--- config.mk ---
export PLATFORM = sky130hd
export DESIGN_NAME = sparse_pattern_symmetrizer
export DESIGN_NICKNAME = d
export VERILOG_FILES = /design/src/rtl/sps_pkg.sv /design/src/rtl/sps_front.sv /design/src/rtl/sps_queue.sv /design/src/rtl/sps_back.sv /design/src/rtl/sparse_pattern_symmetrizer.sv
export VERILOG_INCLUDE_DIRS = /design/src /design/src/rtl
export SDC_FILE = /design/constraint.sdc
export NUM_CORES = 2
export LEC_CHECK = 0
export ABC_CLOCK_PERIOD_IN_PS = 6980
export BUFFER_PORTS_ARGS = -buffer_cell sky130_fd_sc_hd__buf_4
export CORE_MARGIN = 1.5
export CORE_UTILIZATION = 45
export DETAILED_ROUTE_END_ITERATION = 10
export MAX_ROUTING_LAYER = met4
export PLACE_DENSITY_LB_ADDON = 0.05
export SYNTH_ARGS = -nofsm -noshare
export SYNTH_HDL_FRONTEND = slang
export SYNTH_HIERARCHICAL = 1
export SYNTH_MEMORY_MAX_BITS = 65536
export SYNTH_SLANG_ARGS = --single-unit
--- constraint.sdc ---
create_clock -name clock -period 6.98 [get_ports clock]
set_clock_uncertainty 0.05 [all_clocks]
set_input_delay 1.745 -clock clock [delete_from_list [all_inputs] [get_ports clock]]
set_output_delay 1.745 -clock clock [all_outputs]
set_load 0.03 [all_outputs]
--- src/rtl/assert_macros.svh ---
// Assertion helpers shared by the RTL files.
`ifndef ASSERT_MACROS_SVH
`define ASSERT_MACROS_SVH

// Generic form: label, clock, reset, property, message.
`define SPS_ASSERT_CR(lbl, clk, rst, prop, msg) \
   lbl: assert property (@(posedge clk) disable iff (rst) (prop)) else $error(msg);

// Short form on the block's own clock and synchronous reset.
`define SPS_ASSERT(lbl, prop, msg) \
   `SPS_ASSERT_CR(lbl, clock, reset, prop, msg)

`endif

--- src/rtl/sps_pkg.sv ---
package sps_pkg;

   // Field widths
   localparam int MODE_W = 2;
   localparam int ROW_W  = 6;
   localparam int KIND_W = 3;
   localparam int CSR_W  = 7;

   // Storage defaults
   localparam int MAX_NODES_DEFAULT = 64;
   localparam logic [CSR_W-1:0] NODE_COUNT_RESET = 7'd64;

   // Command queue between front and back
   localparam int QUEUE_DEPTH = 2;
   localparam int QUEUE_PTR_W = 1;
   localparam int QUEUE_CNT_W = 2;

   // Request modes
   localparam logic [MODE_W-1:0] MODE_LOAD  = 2'd0;
   localparam logic [MODE_W-1:0] MODE_READ  = 2'd1;
   localparam logic [MODE_W-1:0] MODE_CLEAR = 2'd2;

   // Response kinds
   localparam logic [KIND_W-1:0] KIND_NEIGHBOUR = 3'd0;
   localparam logic [KIND_W-1:0] KIND_EMPTY     = 3'd1;
   localparam logic [KIND_W-1:0] KIND_LOADED    = 3'd2;
   localparam logic [KIND_W-1:0] KIND_RANGE     = 3'd3;
   localparam logic [KIND_W-1:0] KIND_CLEARED   = 3'd4;

   // Classified operation handed to the back end
   typedef enum logic [2:0] {
      OP_LOAD,
      OP_DIAG,
      OP_READ,
      OP_CLEAR,
      OP_RANGE
   } op_type;

   typedef struct packed {
      op_type           op;
      logic [ROW_W-1:0] row;
      logic [ROW_W-1:0] col;
   } cmd_type;

endpackage

--- src/rtl/sps_front.sv ---
module sps_front #(
   parameter int MAX_NODES = sps_pkg::MAX_NODES_DEFAULT,
   localparam int CNT_W = $clog2(MAX_NODES + 1)
) (
   input  logic                        clock,
   input  logic                        reset,
   input  logic                        start,
   input  logic                        q_full,
   input  logic [sps_pkg::MODE_W-1:0]  mode,
   input  logic [sps_pkg::ROW_W-1:0]   row_index,
   input  logic [sps_pkg::ROW_W-1:0]   col_index,
   input  logic                        csr_wr_en,
   input  logic [sps_pkg::CSR_W-1:0]   csr_wr_data,
   output logic                        push,
   output sps_pkg::cmd_type            push_cmd,
   output logic [CNT_W-1:0]            eff_count
);

   logic [sps_pkg::CSR_W-1:0] node_count_ff;
   logic                      row_oor;
   logic                      col_oor;

   // node count register
   always_ff @(posedge clock) begin
      if (reset) begin
         node_count_ff <= sps_pkg::NODE_COUNT_RESET;
      end else if (csr_wr_en) begin
         node_count_ff <= csr_wr_data;
      end
   end

   // saturate to storage size
   assign eff_count = (32'(node_count_ff) < MAX_NODES) ? CNT_W'(node_count_ff)
                                                       : CNT_W'(MAX_NODES);

   assign row_oor = 32'(row_index) >= 32'(eff_count);
   assign col_oor = 32'(col_index) >= 32'(eff_count);

   // accept and classify
   assign push = start && !q_full;

   always_comb begin
      push_cmd.row = row_index;
      push_cmd.col = col_index;
      unique case (mode)
         sps_pkg::MODE_LOAD: begin
            if (row_oor || col_oor) begin
               push_cmd.op = sps_pkg::OP_RANGE;
            end else if (row_index == col_index) begin
               push_cmd.op = sps_pkg::OP_DIAG;
            end else begin
               push_cmd.op = sps_pkg::OP_LOAD;
            end
         end
         sps_pkg::MODE_READ: begin
            push_cmd.op = row_oor ? sps_pkg::OP_RANGE : sps_pkg::OP_READ;
         end
         sps_pkg::MODE_CLEAR: begin
            push_cmd.op = sps_pkg::OP_CLEAR;
         end
         default: begin
            push_cmd.op = sps_pkg::OP_RANGE;
         end
      endcase
   end

endmodule

--- src/rtl/sps_queue.sv ---
`include "assert_macros.svh"

module sps_queue (
   input  logic             clock,
   input  logic             reset,
   input  logic             push,
   input  sps_pkg::cmd_type push_cmd,
   input  logic             pop,
   output sps_pkg::cmd_type pop_cmd,
   output logic             empty,
   output logic             full
);

   sps_pkg::cmd_type                     slots_ff [sps_pkg::QUEUE_DEPTH];
   logic [sps_pkg::QUEUE_PTR_W-1:0]      wr_ptr_ff;
   logic [sps_pkg::QUEUE_PTR_W-1:0]      rd_ptr_ff;
   logic [sps_pkg::QUEUE_CNT_W-1:0]      count_ff;

   assign empty   = count_ff == '0;
   assign full    = count_ff == sps_pkg::QUEUE_CNT_W'(sps_pkg::QUEUE_DEPTH);
   assign pop_cmd = slots_ff[rd_ptr_ff];

   // entry storage
   always_ff @(posedge clock) begin
      if (push) begin
         slots_ff[wr_ptr_ff] <= push_cmd;
      end
   end

   // pointers and fill level
   always_ff @(posedge clock) begin
      if (reset) begin
         wr_ptr_ff <= '0;
         rd_ptr_ff <= '0;
         count_ff  <= '0;
      end else begin
         if (push) begin
            wr_ptr_ff <= wr_ptr_ff + 1'b1;
         end
         if (pop) begin
            rd_ptr_ff <= rd_ptr_ff + 1'b1;
         end
         if (push && !pop) begin
            count_ff <= count_ff + 1'b1;
         end else if (pop && !push) begin
            count_ff <= count_ff - 1'b1;
         end
      end
   end

   `SPS_ASSERT(a_no_overflow, push |-> !full, "queue push while full")
   `SPS_ASSERT(a_no_underflow, pop |-> !empty, "queue pop while empty")

endmodule

--- src/rtl/sps_back.sv ---
`include "assert_macros.svh"

module sps_back #(
   parameter int MAX_NODES = sps_pkg::MAX_NODES_DEFAULT,
   localparam int CNT_W = $clog2(MAX_NODES + 1)
) (
   input  logic                        clock,
   input  logic                        reset,
   input  logic                        q_empty,
   input  sps_pkg::cmd_type            q_cmd,
   input  logic [CNT_W-1:0]            eff_count,
   output logic                        pop,
   output logic                        rsp_valid,
   output logic [sps_pkg::KIND_W-1:0]  rsp_kind,
   output logic [sps_pkg::ROW_W-1:0]   rsp_row_out,
   output logic [sps_pkg::ROW_W-1:0]   rsp_neighbour,
   output logic                        rsp_last
);

   localparam int ADDR_W = (MAX_NODES > 1) ? $clog2(MAX_NODES) : 1;
   localparam int ROW_W  = sps_pkg::ROW_W;

   typedef enum logic [2:0] {
      S_IDLE,
      S_LOAD_A,
      S_LOAD_B,
      S_SCAN_WAIT,
      S_SCAN
   } state_type;

   // adjacency store, one word per row
   logic [MAX_NODES-1:0] mem [MAX_NODES];
   logic [MAX_NODES-1:0] row_valid_ff;
   logic [MAX_NODES-1:0] rd_data_ff;
   logic                 rd_valid_ff;

   logic                 rd_en;
   logic [ADDR_W-1:0]    rd_addr;
   logic                 wr_en;
   logic [ADDR_W-1:0]    wr_addr;
   logic [MAX_NODES-1:0] wr_data;
   logic                 clr_en;

   state_type            state_ff,  state_in;
   sps_pkg::cmd_type     cmd_ff,    cmd_in;
   logic [MAX_NODES-1:0] scan_ff,   scan_in;
   logic                 rsp_valid_ff, rsp_valid_in;
   logic [sps_pkg::KIND_W-1:0] rsp_kind_ff, rsp_kind_in;
   logic [ROW_W-1:0]     rsp_row_ff, rsp_row_in;
   logic [ROW_W-1:0]     rsp_nb_ff,  rsp_nb_in;
   logic                 rsp_last_ff, rsp_last_in;

   logic [MAX_NODES-1:0] row_word;
   logic [MAX_NODES-1:0] limit_mask;
   logic [MAX_NODES-1:0] masked_word;
   logic [MAX_NODES-1:0] low_bit;
   logic [MAX_NODES-1:0] scan_rest;
   logic [ADDR_W-1:0]    low_idx;

   // unwritten rows read as zero
   assign row_word    = rd_valid_ff ? rd_data_ff : '0;
   assign limit_mask  = ~({MAX_NODES{1'b1}} << eff_count);
   assign masked_word = row_word & limit_mask & ~(MAX_NODES'(1) << cmd_ff.row);

   // lowest remaining neighbour
   assign low_bit   = scan_ff & (~scan_ff + MAX_NODES'(1));
   assign scan_rest = scan_ff & (scan_ff - MAX_NODES'(1));

   always_comb begin
      low_idx = '0;
      for (int i = 0; i < MAX_NODES; i++) begin
         if (low_bit[i]) begin
            low_idx = low_idx | ADDR_W'(i);
         end
      end
   end

   // sequencer
   always_comb begin
      state_in     = state_ff;
      cmd_in       = cmd_ff;
      scan_in      = scan_ff;
      rsp_valid_in = 1'b0;
      rsp_kind_in  = rsp_kind_ff;
      rsp_row_in   = rsp_row_ff;
      rsp_nb_in    = rsp_nb_ff;
      rsp_last_in  = rsp_last_ff;
      pop          = 1'b0;
      rd_en        = 1'b0;
      rd_addr      = ADDR_W'(cmd_ff.row);
      wr_en        = 1'b0;
      wr_addr      = ADDR_W'(cmd_ff.row);
      wr_data      = row_word | (MAX_NODES'(1) << cmd_ff.col);
      clr_en       = 1'b0;
      unique case (state_ff)
         S_IDLE: begin
            if (!q_empty) begin
               pop        = 1'b1;
               cmd_in     = q_cmd;
               rsp_row_in = q_cmd.row;
               rsp_nb_in  = '0;
               rsp_last_in = 1'b1;
               unique case (q_cmd.op)
                  sps_pkg::OP_LOAD: begin
                     rd_en    = 1'b1;
                     rd_addr  = ADDR_W'(q_cmd.row);
                     state_in = S_LOAD_A;
                  end
                  sps_pkg::OP_READ: begin
                     rd_en    = 1'b1;
                     rd_addr  = ADDR_W'(q_cmd.row);
                     state_in = S_SCAN_WAIT;
                  end
                  sps_pkg::OP_DIAG: begin
                     rsp_valid_in = 1'b1;
                     rsp_kind_in  = sps_pkg::KIND_LOADED;
                  end
                  sps_pkg::OP_CLEAR: begin
                     clr_en       = 1'b1;
                     rsp_valid_in = 1'b1;
                     rsp_kind_in  = sps_pkg::KIND_CLEARED;
                     rsp_row_in   = '0;
                  end
                  default: begin
                     rsp_valid_in = 1'b1;
                     rsp_kind_in  = sps_pkg::KIND_RANGE;
                  end
               endcase
            end
         end
         S_LOAD_A: begin
            // set (row, col), fetch the mirrored row
            wr_en    = 1'b1;
            rd_en    = 1'b1;
            rd_addr  = ADDR_W'(cmd_ff.col);
            state_in = S_LOAD_B;
         end
         S_LOAD_B: begin
            // set (col, row)
            wr_en        = 1'b1;
            wr_addr      = ADDR_W'(cmd_ff.col);
            wr_data      = row_word | (MAX_NODES'(1) << cmd_ff.row);
            rsp_valid_in = 1'b1;
            rsp_kind_in  = sps_pkg::KIND_LOADED;
            state_in     = S_IDLE;
         end
         S_SCAN_WAIT: begin
            if (masked_word == '0) begin
               rsp_valid_in = 1'b1;
               rsp_kind_in  = sps_pkg::KIND_EMPTY;
               state_in     = S_IDLE;
            end else begin
               scan_in  = masked_word;
               state_in = S_SCAN;
            end
         end
         S_SCAN: begin
            rsp_valid_in = 1'b1;
            rsp_kind_in  = sps_pkg::KIND_NEIGHBOUR;
            rsp_nb_in    = ROW_W'(low_idx);
            rsp_last_in  = scan_rest == '0;
            scan_in      = scan_rest;
            if (scan_rest == '0) begin
               state_in = S_IDLE;
            end
         end
         default: begin
            state_in = S_IDLE;
         end
      endcase
   end

   always_ff @(posedge clock) begin
      if (reset) begin
         state_ff     <= S_IDLE;
         rsp_valid_ff <= 1'b0;
      end else begin
         state_ff     <= state_in;
         rsp_valid_ff <= rsp_valid_in;
      end
      cmd_ff      <= cmd_in;
      scan_ff     <= scan_in;
      rsp_kind_ff <= rsp_kind_in;
      rsp_row_ff  <= rsp_row_in;
      rsp_nb_ff   <= rsp_nb_in;
      rsp_last_ff <= rsp_last_in;
   end

   // row memory, registered read
   always_ff @(posedge clock) begin
      if (wr_en) begin
         mem[wr_addr] <= wr_data;
      end
      if (rd_en) begin
         rd_data_ff  <= mem[rd_addr];
         rd_valid_ff <= row_valid_ff[rd_addr];
      end
   end

   // per-row valid bits; clear empties the store at once
   always_ff @(posedge clock) begin
      if (reset || clr_en) begin
         row_valid_ff <= '0;
      end else if (wr_en) begin
         row_valid_ff[wr_addr] <= 1'b1;
      end
   end

   assign rsp_valid     = rsp_valid_ff;
   assign rsp_kind      = rsp_kind_ff;
   assign rsp_row_out   = rsp_row_ff;
   assign rsp_neighbour = rsp_nb_ff;
   assign rsp_last      = rsp_last_ff;

   `SPS_ASSERT(a_scan_nonzero, (state_ff == S_SCAN) |-> (scan_ff != '0), "scan on empty word")
   `SPS_ASSERT(a_load_order, (state_ff == S_LOAD_B) |-> ($past(state_ff) == S_LOAD_A),
      "second load write without first")
   `SPS_ASSERT(a_pop_idle, pop |-> (state_ff == S_IDLE), "queue popped while busy")

endmodule

--- src/rtl/sparse_pattern_symmetrizer.sv ---
// Channel   Handshake                Payload
// request   start / busy             req_mode, req_row_index, req_col_index
// response  rsp_valid (strobe)       rsp_kind, rsp_row_out, rsp_neighbour, rsp_last
// config    csr_wr_en                csr_wr_data (node count)
//
// A transaction is taken when start is high and busy is low; a two-entry
// command queue decouples the classifier from the row-memory sequencer.
// Load: two read-modify-writes on the row memory, (row, col) then (col, row).
// Read: fetch and mask the row, then one neighbour per cycle.
// Clear, diagonal load and out-of-range respond from the idle state; clear drops all row valid
// bits at once. Synchronous active-high reset, no clearing pass.
// Responses are one-cycle strobes; the receiver cannot stall them.
module sparse_pattern_symmetrizer #(
   parameter int MAX_NODES = sps_pkg::MAX_NODES_DEFAULT
) (
   input  logic                        clock,
   input  logic                        reset,
   input  logic                        start,
   output logic                        busy,
   input  logic [sps_pkg::MODE_W-1:0]  req_mode,
   input  logic [sps_pkg::ROW_W-1:0]   req_row_index,
   input  logic [sps_pkg::ROW_W-1:0]   req_col_index,
   input  logic                        csr_wr_en,
   input  logic [sps_pkg::CSR_W-1:0]   csr_wr_data,
   output logic                        rsp_valid,
   output logic [sps_pkg::KIND_W-1:0]  rsp_kind,
   output logic [sps_pkg::ROW_W-1:0]   rsp_row_out,
   output logic [sps_pkg::ROW_W-1:0]   rsp_neighbour,
   output logic                        rsp_last
);

   localparam int CNT_W = $clog2(MAX_NODES + 1);

   logic             push;
   logic             pop;
   logic             q_empty;
   logic             q_full;
   sps_pkg::cmd_type push_cmd;
   sps_pkg::cmd_type pop_cmd;
   logic [CNT_W-1:0] eff_count;

   assign busy = q_full;

   // classify requests
   sps_front #(.MAX_NODES(MAX_NODES)) u_front (
      .clock       (clock),
      .reset       (reset),
      .start       (start),
      .q_full      (q_full),
      .mode        (req_mode),
      .row_index   (req_row_index),
      .col_index   (req_col_index),
      .csr_wr_en   (csr_wr_en),
      .csr_wr_data (csr_wr_data),
      .push        (push),
      .push_cmd    (push_cmd),
      .eff_count   (eff_count)
   );

   // command queue
   sps_queue u_queue (
      .clock    (clock),
      .reset    (reset),
      .push     (push),
      .push_cmd (push_cmd),
      .pop      (pop),
      .pop_cmd  (pop_cmd),
      .empty    (q_empty),
      .full     (q_full)
   );

   // execute against the row store
   sps_back #(.MAX_NODES(MAX_NODES)) u_back (
      .clock         (clock),
      .reset         (reset),
      .q_empty       (q_empty),
      .q_cmd         (pop_cmd),
      .eff_count     (eff_count),
      .pop           (pop),
      .rsp_valid     (rsp_valid),
      .rsp_kind      (rsp_kind),
      .rsp_row_out   (rsp_row_out),
      .rsp_neighbour (rsp_neighbour),
      .rsp_last      (rsp_last)
   );

endmodule
Word level (Yosys, flattened, before mapping)
Memory sizes are Yosys's and may differ from the RTL's. A register that Yosys moved wholly into a read port is not among the register bits.
Index checks and enable logic that the tools add are counted.
{ "classes": {"shift": 3, "n_eq_ne": 17, "add_sub_neg": 6, "reduce_logical": 31, "mux": 161, "n_lt_le_gt_ge": 6, "bitwise_logic": 10} }
{ "ops": {"columns": ["operator", "count"], "rows": [
  ["$mux W64", 6],
  ["$mux W6", 45],
  ["$and A64 B64 Y64", 4],
  ["$not A64 Y64", 3],
  ["$or A64 B64 Y64", 3],
  ["$logic_not A64 Y1", 2],
  ["$pmux W64 S2", 1],
  ["$shl A1 B6 Y64 const A", 2],
  ["$mux W5", 16],
  ["$mux W3", 23],
  ["$add A64 B1 Y64 const B", 1],
  ["$shl A64 B7 Y64 const A", 1],
  ["$sub A64 B1 Y64 const B", 1],
  ["$mux W1", 38],
  ["$mux W4", 8],
  ["$mux W12", 2],
  ["$pmux W3 S4", 2],
  ["$pmux W6 S2", 2],
  ["$mux W7", 3],
  ["$pmux W3 S3", 2],
  ["$ge A6 B7 Y1", 2],
  ["$lt A6 B7 Y1 const B", 2],
  ["$mux W2", 7],
  ["$eq A3 B2 Y1 const B", 4],
  ["30 further kinds", 54]
]} }
{ "word_totals": {"input_bits": 25, "ramBits": 4126, "mem_count": 2, "word_cells": 251, "ff_bits": 172, "output_inout_bits": 18} }
{ "memory_table": {"columns": ["memory", "depth", "width", "read_ports", "rd_clocked_by_memory_dff", "wr", "line_no", "source"], "rows": [
  ["u_back.mem", 64, 64, 1, 1, 1, "sps_back.sv:32", "logic [MAX_NODES-1:0] mem [MAX_NODES];"],
  ["u_queue.slots_ff", 2, 15, 1, 1, 1, "sps_queue.sv:14", "sps_pkg::cmd_type slots_ff [sps_pkg::QUEUE_DEPTH];"]
]} }

Longest topological paths before layout
{ "logic_depth": {"word_depth": 67, "depth_mapped": 17, "ltp_nobuf": 10} }

By module
The synthesis kept the hierarchy.
{ "by_module_without_submodules": {"columns": ["module", "seq_area_each_um2", "area_each_um2", "n_inst", "cells_each"], "rows": [
  ["sps_back", 129073.8, 172400.3, 1, 12482],
  ["sps_queue", 1001.0, 1290.0, 1, 69],
  ["sps_front", 140.1, 769.5, 1, 91]
]} }

Worst setup path before layout
Ideal clock, no wire load.
{ "synth_path": {"path_type": "reg2reg", "start": "register u_back.state_ff[2]", "end": "memory u_back/mem[0][0] (netlist bit) (enable)", "path_slack_ns": 1.861, "arrival_time_ns": 4.581, "setup_time_ns": 0.488, "path_stages_with_launch": 8, "path_buffers": 2, "period_less_slack_ns": 5.119, "t_required_ns": 6.442, "path_cell_list": "dfxtp_1 buf_2 nor2b_1 and2_1 clkbuf_1 mux2i_1 nand3_1 nor2_1"} }
{ "synth_between": {"elab_chain_len": 5, "word_cells_on_any_way": 7, "classes_between": "eq/ne (2); mux (4); reduce/logical (1)"} }
{ "synth_lines": {"columns": ["item", "line_no", "source"], "rows": [
  ["start, declared", "sps_back.sv:44", "state_type state_ff, state_in;"],
  ["start signal, assigned", "sps_back.sv:178", "state_ff <= state_in;"],
  ["$eq A3 B2 Y1 or $eq A3 B1 Y1 (tied branches)", "sps_back.sv:95", "unique case (state_ff)"],
  ["$reduce_or A2 Y1 (no line)", null, null],
  ["$mux W1", "sps_back.sv:95", null],
  ["$mux W1", "sps_back.sv:191", "if (wr_en) begin"],
  ["$mux W1 (implied by the code)", "sps_back.sv:192", "mem[wr_addr] <= wr_data;"],
  ["end, declared", "sps_back.sv:32", null]
]} }
Parallel ways exist; a longest one is shown, timed or not.

Worst setup path in the final report
{ "layout_path": {"start": "register u_back.state_ff[1]", "end": "register u_back.rd_data_ff[34] (read register of u_back.mem) (data pin)"} }
{ "layout_between": {"elab_chain_len": 2, "word_cells_on_any_way": 4, "classes_between": "eq/ne (1); mux (2); reduce/logical (1)"} }
{ "layout_lines": {"columns": ["item", "line_no", "source"], "rows": [
  ["$eq A3 B1 Y1 or $logic_not A3 Y1 (tied branches)", "sps_back.sv:95", null],
  ["$pmux W6 S2 or $pmux W1 S2 (tied branches)", "sps_back.sv:95", null],
  ["end, declared", "sps_back.sv:34", "logic [MAX_NODES-1:0] rd_data_ff;"]
]} }
Parallel ways exist; a longest one is shown, timed or not.
A chain may end at the register's enable or synchronous reset.

==> impl_metrics.toml <==
[logic_synthesis]
synth-seq-cells = 4363
synth_edf_count = 4283
synthTopCellsByArea = "edfxtp_1, nand2_1, nand3_1"
synth_area_per_cell_um2 = 13.8
yosysTopAreaCellShare_pct = 73.7
yosys_most_used_dff = "edfxtp_1"
syn-num-nets = 12680
synth_cell_types = 90
synth-async-reset-ratio_pct = 0
yosys.area.top_type = "edfxtp_1"
ys_seq_area_share_pct = 74.6
synth_cells = 12642
yosys_warnings = 6
synth_area_um2 = 174000

[floorplanning]
rows = 228
core_area_um2 = 386000
die_w_um = 626
chipHeight_um = 626
fp.dieArea_um2 = 391000
pin_count = 43
start_util_pct = 45.2

[global_route]
use_met1_pct = 50.1
grt_pass1_vias = 110455
grt_pass1_wl_mm = 930
busiest_layer = "met2"
grt_max_degree = 164
antenna_found_initial = 44
grt_overflow = 0
met3_usage_pct = 5.74
met2_usage_pct = 52.1
grtUsageTotal_pct = 35.3

[worst_setup_path]
crit_required_ns = 7.68
path_cells = "or4_1 -> clkinv_2 -> a32oi_4 -> buf_4 -> and2_4 -> buf_4 -> mux2i_1 -> o22ai_1 -> o21ai_0 -> o311ai_0 -> or4_1"
crit_buf_inv = 3
cp_top_family = "simple AND/OR/NAND/NOR gates"
path_max_fanout = 39
critPathMaxStageDelay_ns = 0.98
start_kind = "flip-flop"
path_class = "flip-flop to flip-flop"
r2r_setup_slack_ns = 1.49
endpoint_kind = "flip-flop"
worstPathArrival_ns = 6.19
worst_path_max_delay_cell = "and2_4"

[timing]
rsz0062_at_grt = "false"
min_period_ns = 5.49
holdWs_ns = 0.414
min_period_over_period_pct = 78.7
timing.final.hold_violations = 0
setup_viol = 0
drv_slew = 0
worst_slew_pin_slew_ns = 1.47
fmax_ghz = 0.182
slew_headroom_pct = 1.73
tns_ns = 0

[power]
ir_drop_v = 0.000520
p_leak_nw = 66.2
powerDensity_nw_per_um2 = 493

[cts]
holdBufCountCts = 0
postCtsSetupBuffers = 0
cts_buffers = 461
cts-htree-levels = 5
cts.reportedPaths.clkPinSlew_ns = 0.06
clock_latency_ns = 1.03
cts_root_buf = "clkbuf_16"
cts_tree = "yes"
cts_resized = 0
clockBufferDepth = 4
cts_sinks = 4363

[placement]
place_congestion = 0.953
port_buffers = 42
dp_hpwl_mm = 366

[route]
drc = 0
route.vias.total = 119434
wirelength_mm = 685
dr.pass1.iters = 7
ant_nets = 0
dr.first_iter.drc_count = 18982
wl_per_cell_um = 37.4
vias_per_cell = 6.53

[finish]
fill_cells = 32326
final_common_cell = "edfxtp_1"
fin_util_pct = 51.7
fin_nets = 12769
area_growth_pct = 14.2
final_cell_mix = "edfxtp_1, nand2_1, nand3_1, clkbuf_16, a31oi_1"
drive_gt1_share_pct = 10.5

[status]
status = "completed"

[job]
maxCapViolations = 0

[hold_path]
hp-class = "flip-flop to flip-flop"
cells in the mapped netlist (11+ instances only):
master / number
a311oi_1: 230
buf_2: 234
buf_1: 95
dfxtp_1: 80
mux4_2: 11
nor2b_1: 30
o21a_1: 65
mux2_2: 19
nor3_1: 43
clkbuf_1: 540
inv_1: 36
a21oi_1: 59
o311ai_0: 21
o31ai_1: 11
a211o_1: 22
and4_1: 36
and3_1: 391
o21ai_0: 192
a31oi_1: 413
a31o_2: 11
or4_1: 16
o22ai_1: 44
and2_1: 16
a32oi_1: 155
nand2b_1: 16
o211ai_1: 34
nand3_1: 893
o32ai_1: 20
edfxtp_1: 4283
a211oi_1: 320
ha_1: 13
nand2_1: 3189
nor4_1: 35
o2111ai_1: 68
nor2_1: 164
or3_1: 22
a221oi_1: 59
mux2i_1: 293
o221ai_1: 64
nand4_1: 199
buf_4: 37
report_power, final:
| group | switching, mW | total [mW] | leakage, nW | internal, mW |
|---|---|---|---|---|
| combinational | 29.6 | 39.7 | 19.4 | 10.1 |
| sequential | 0.889 | 34.7 | 39.8 | 33.8 |
| clock | 10.4 | 23.9 | 7.07 | 13.5 |
| total | 40.9 | 98.3 | 66.2 | 57.4 |
cell families after synthesis:
logic type	Yosys count	share of synthesized area, %
AOI/OAI and AO/OA	1876	7.94
DFF	4363	74.6
muxes	323	1.95
xor gates and xnor gates	10	0.0502
and+or+nand+nor	5110	13.0
buffers and inverters	946	2.30
adders and majority gates	14	0.0990
metrics by stage:
| step | worst slack [ns] | cell area [um^2] | cells | power, mW |
|---|---|---|---|---|
| finish | 1.49 | 199000 | 18288 | 98.3 |
| global route | 1.54 | 199000 | 18279 | 101 |
| CTS | 1.75 | 199000 | 18270 | 97.7 |
| detailed placement | 1.71 | 185000 | 17442 | 74.0 |
| global placement | 1.82 | 185000 | 17441 | 73.6 |
| floorplan | 1.86 | 174000 | 12642 | 57.0 |
layer usage:
layer	up-vias	share of wire, %
li1	48662	-
met1	62189	41
met2	7313	45
met3	1270	10
met4	0	3.8
met5	-	0
sequential cells by signal, indices dropped and copies added (netlist names), 3 cells and up, named ones only:
signal	count
u_back/cmd_ff	12
u_back/mem	4096
u_back/rd_data_ff	64
u_back/row_valid_ff	64
u_back/rsp_kind	3
u_back/rsp_neighbour	6
u_back/rsp_row_out	6
u_back/scan_ff	64
u_back/state_ff	3
u_front/node_count_ff	7
u_queue/slots_ff	30
layout make-up:
cell class,instances,area [um^2],area share (%)
Antenna cell,17,42.5,0.0214
Clock buffer,581,12200,6.13
Clock inverter,247,2290,1.15
Inverter,37,143,0.0716
Multi-Input combinational cell,7333,42100,21.1
Sequential cell,4363,130000,65.4
Tap cell,5175,6470,3.25
Timing Repair Buffer,535,5770,2.89
final timing paths:
path / startpoint / end / cells after the start
max: u_back/state_ff[1]$_SDFFE_PP0P_ / u_back/rd_data_ff[34]$_DFFE_PP_ / 11
min: u_back/row_valid_ff[21]$_SDFFE_PP0P_ / u_back/row_valid_ff[21]$_SDFFE_PP0P_ / 1
max reg2reg: u_back/state_ff[1]$_SDFFE_PP0P_ / u_back/rd_data_ff[34]$_DFFE_PP_ / 11
min reg2reg: u_back/row_valid_ff[21]$_SDFFE_PP0P_ / u_back/row_valid_ff[21]$_SDFFE_PP0P_ / 1
(Power assumes the default switching activity.)
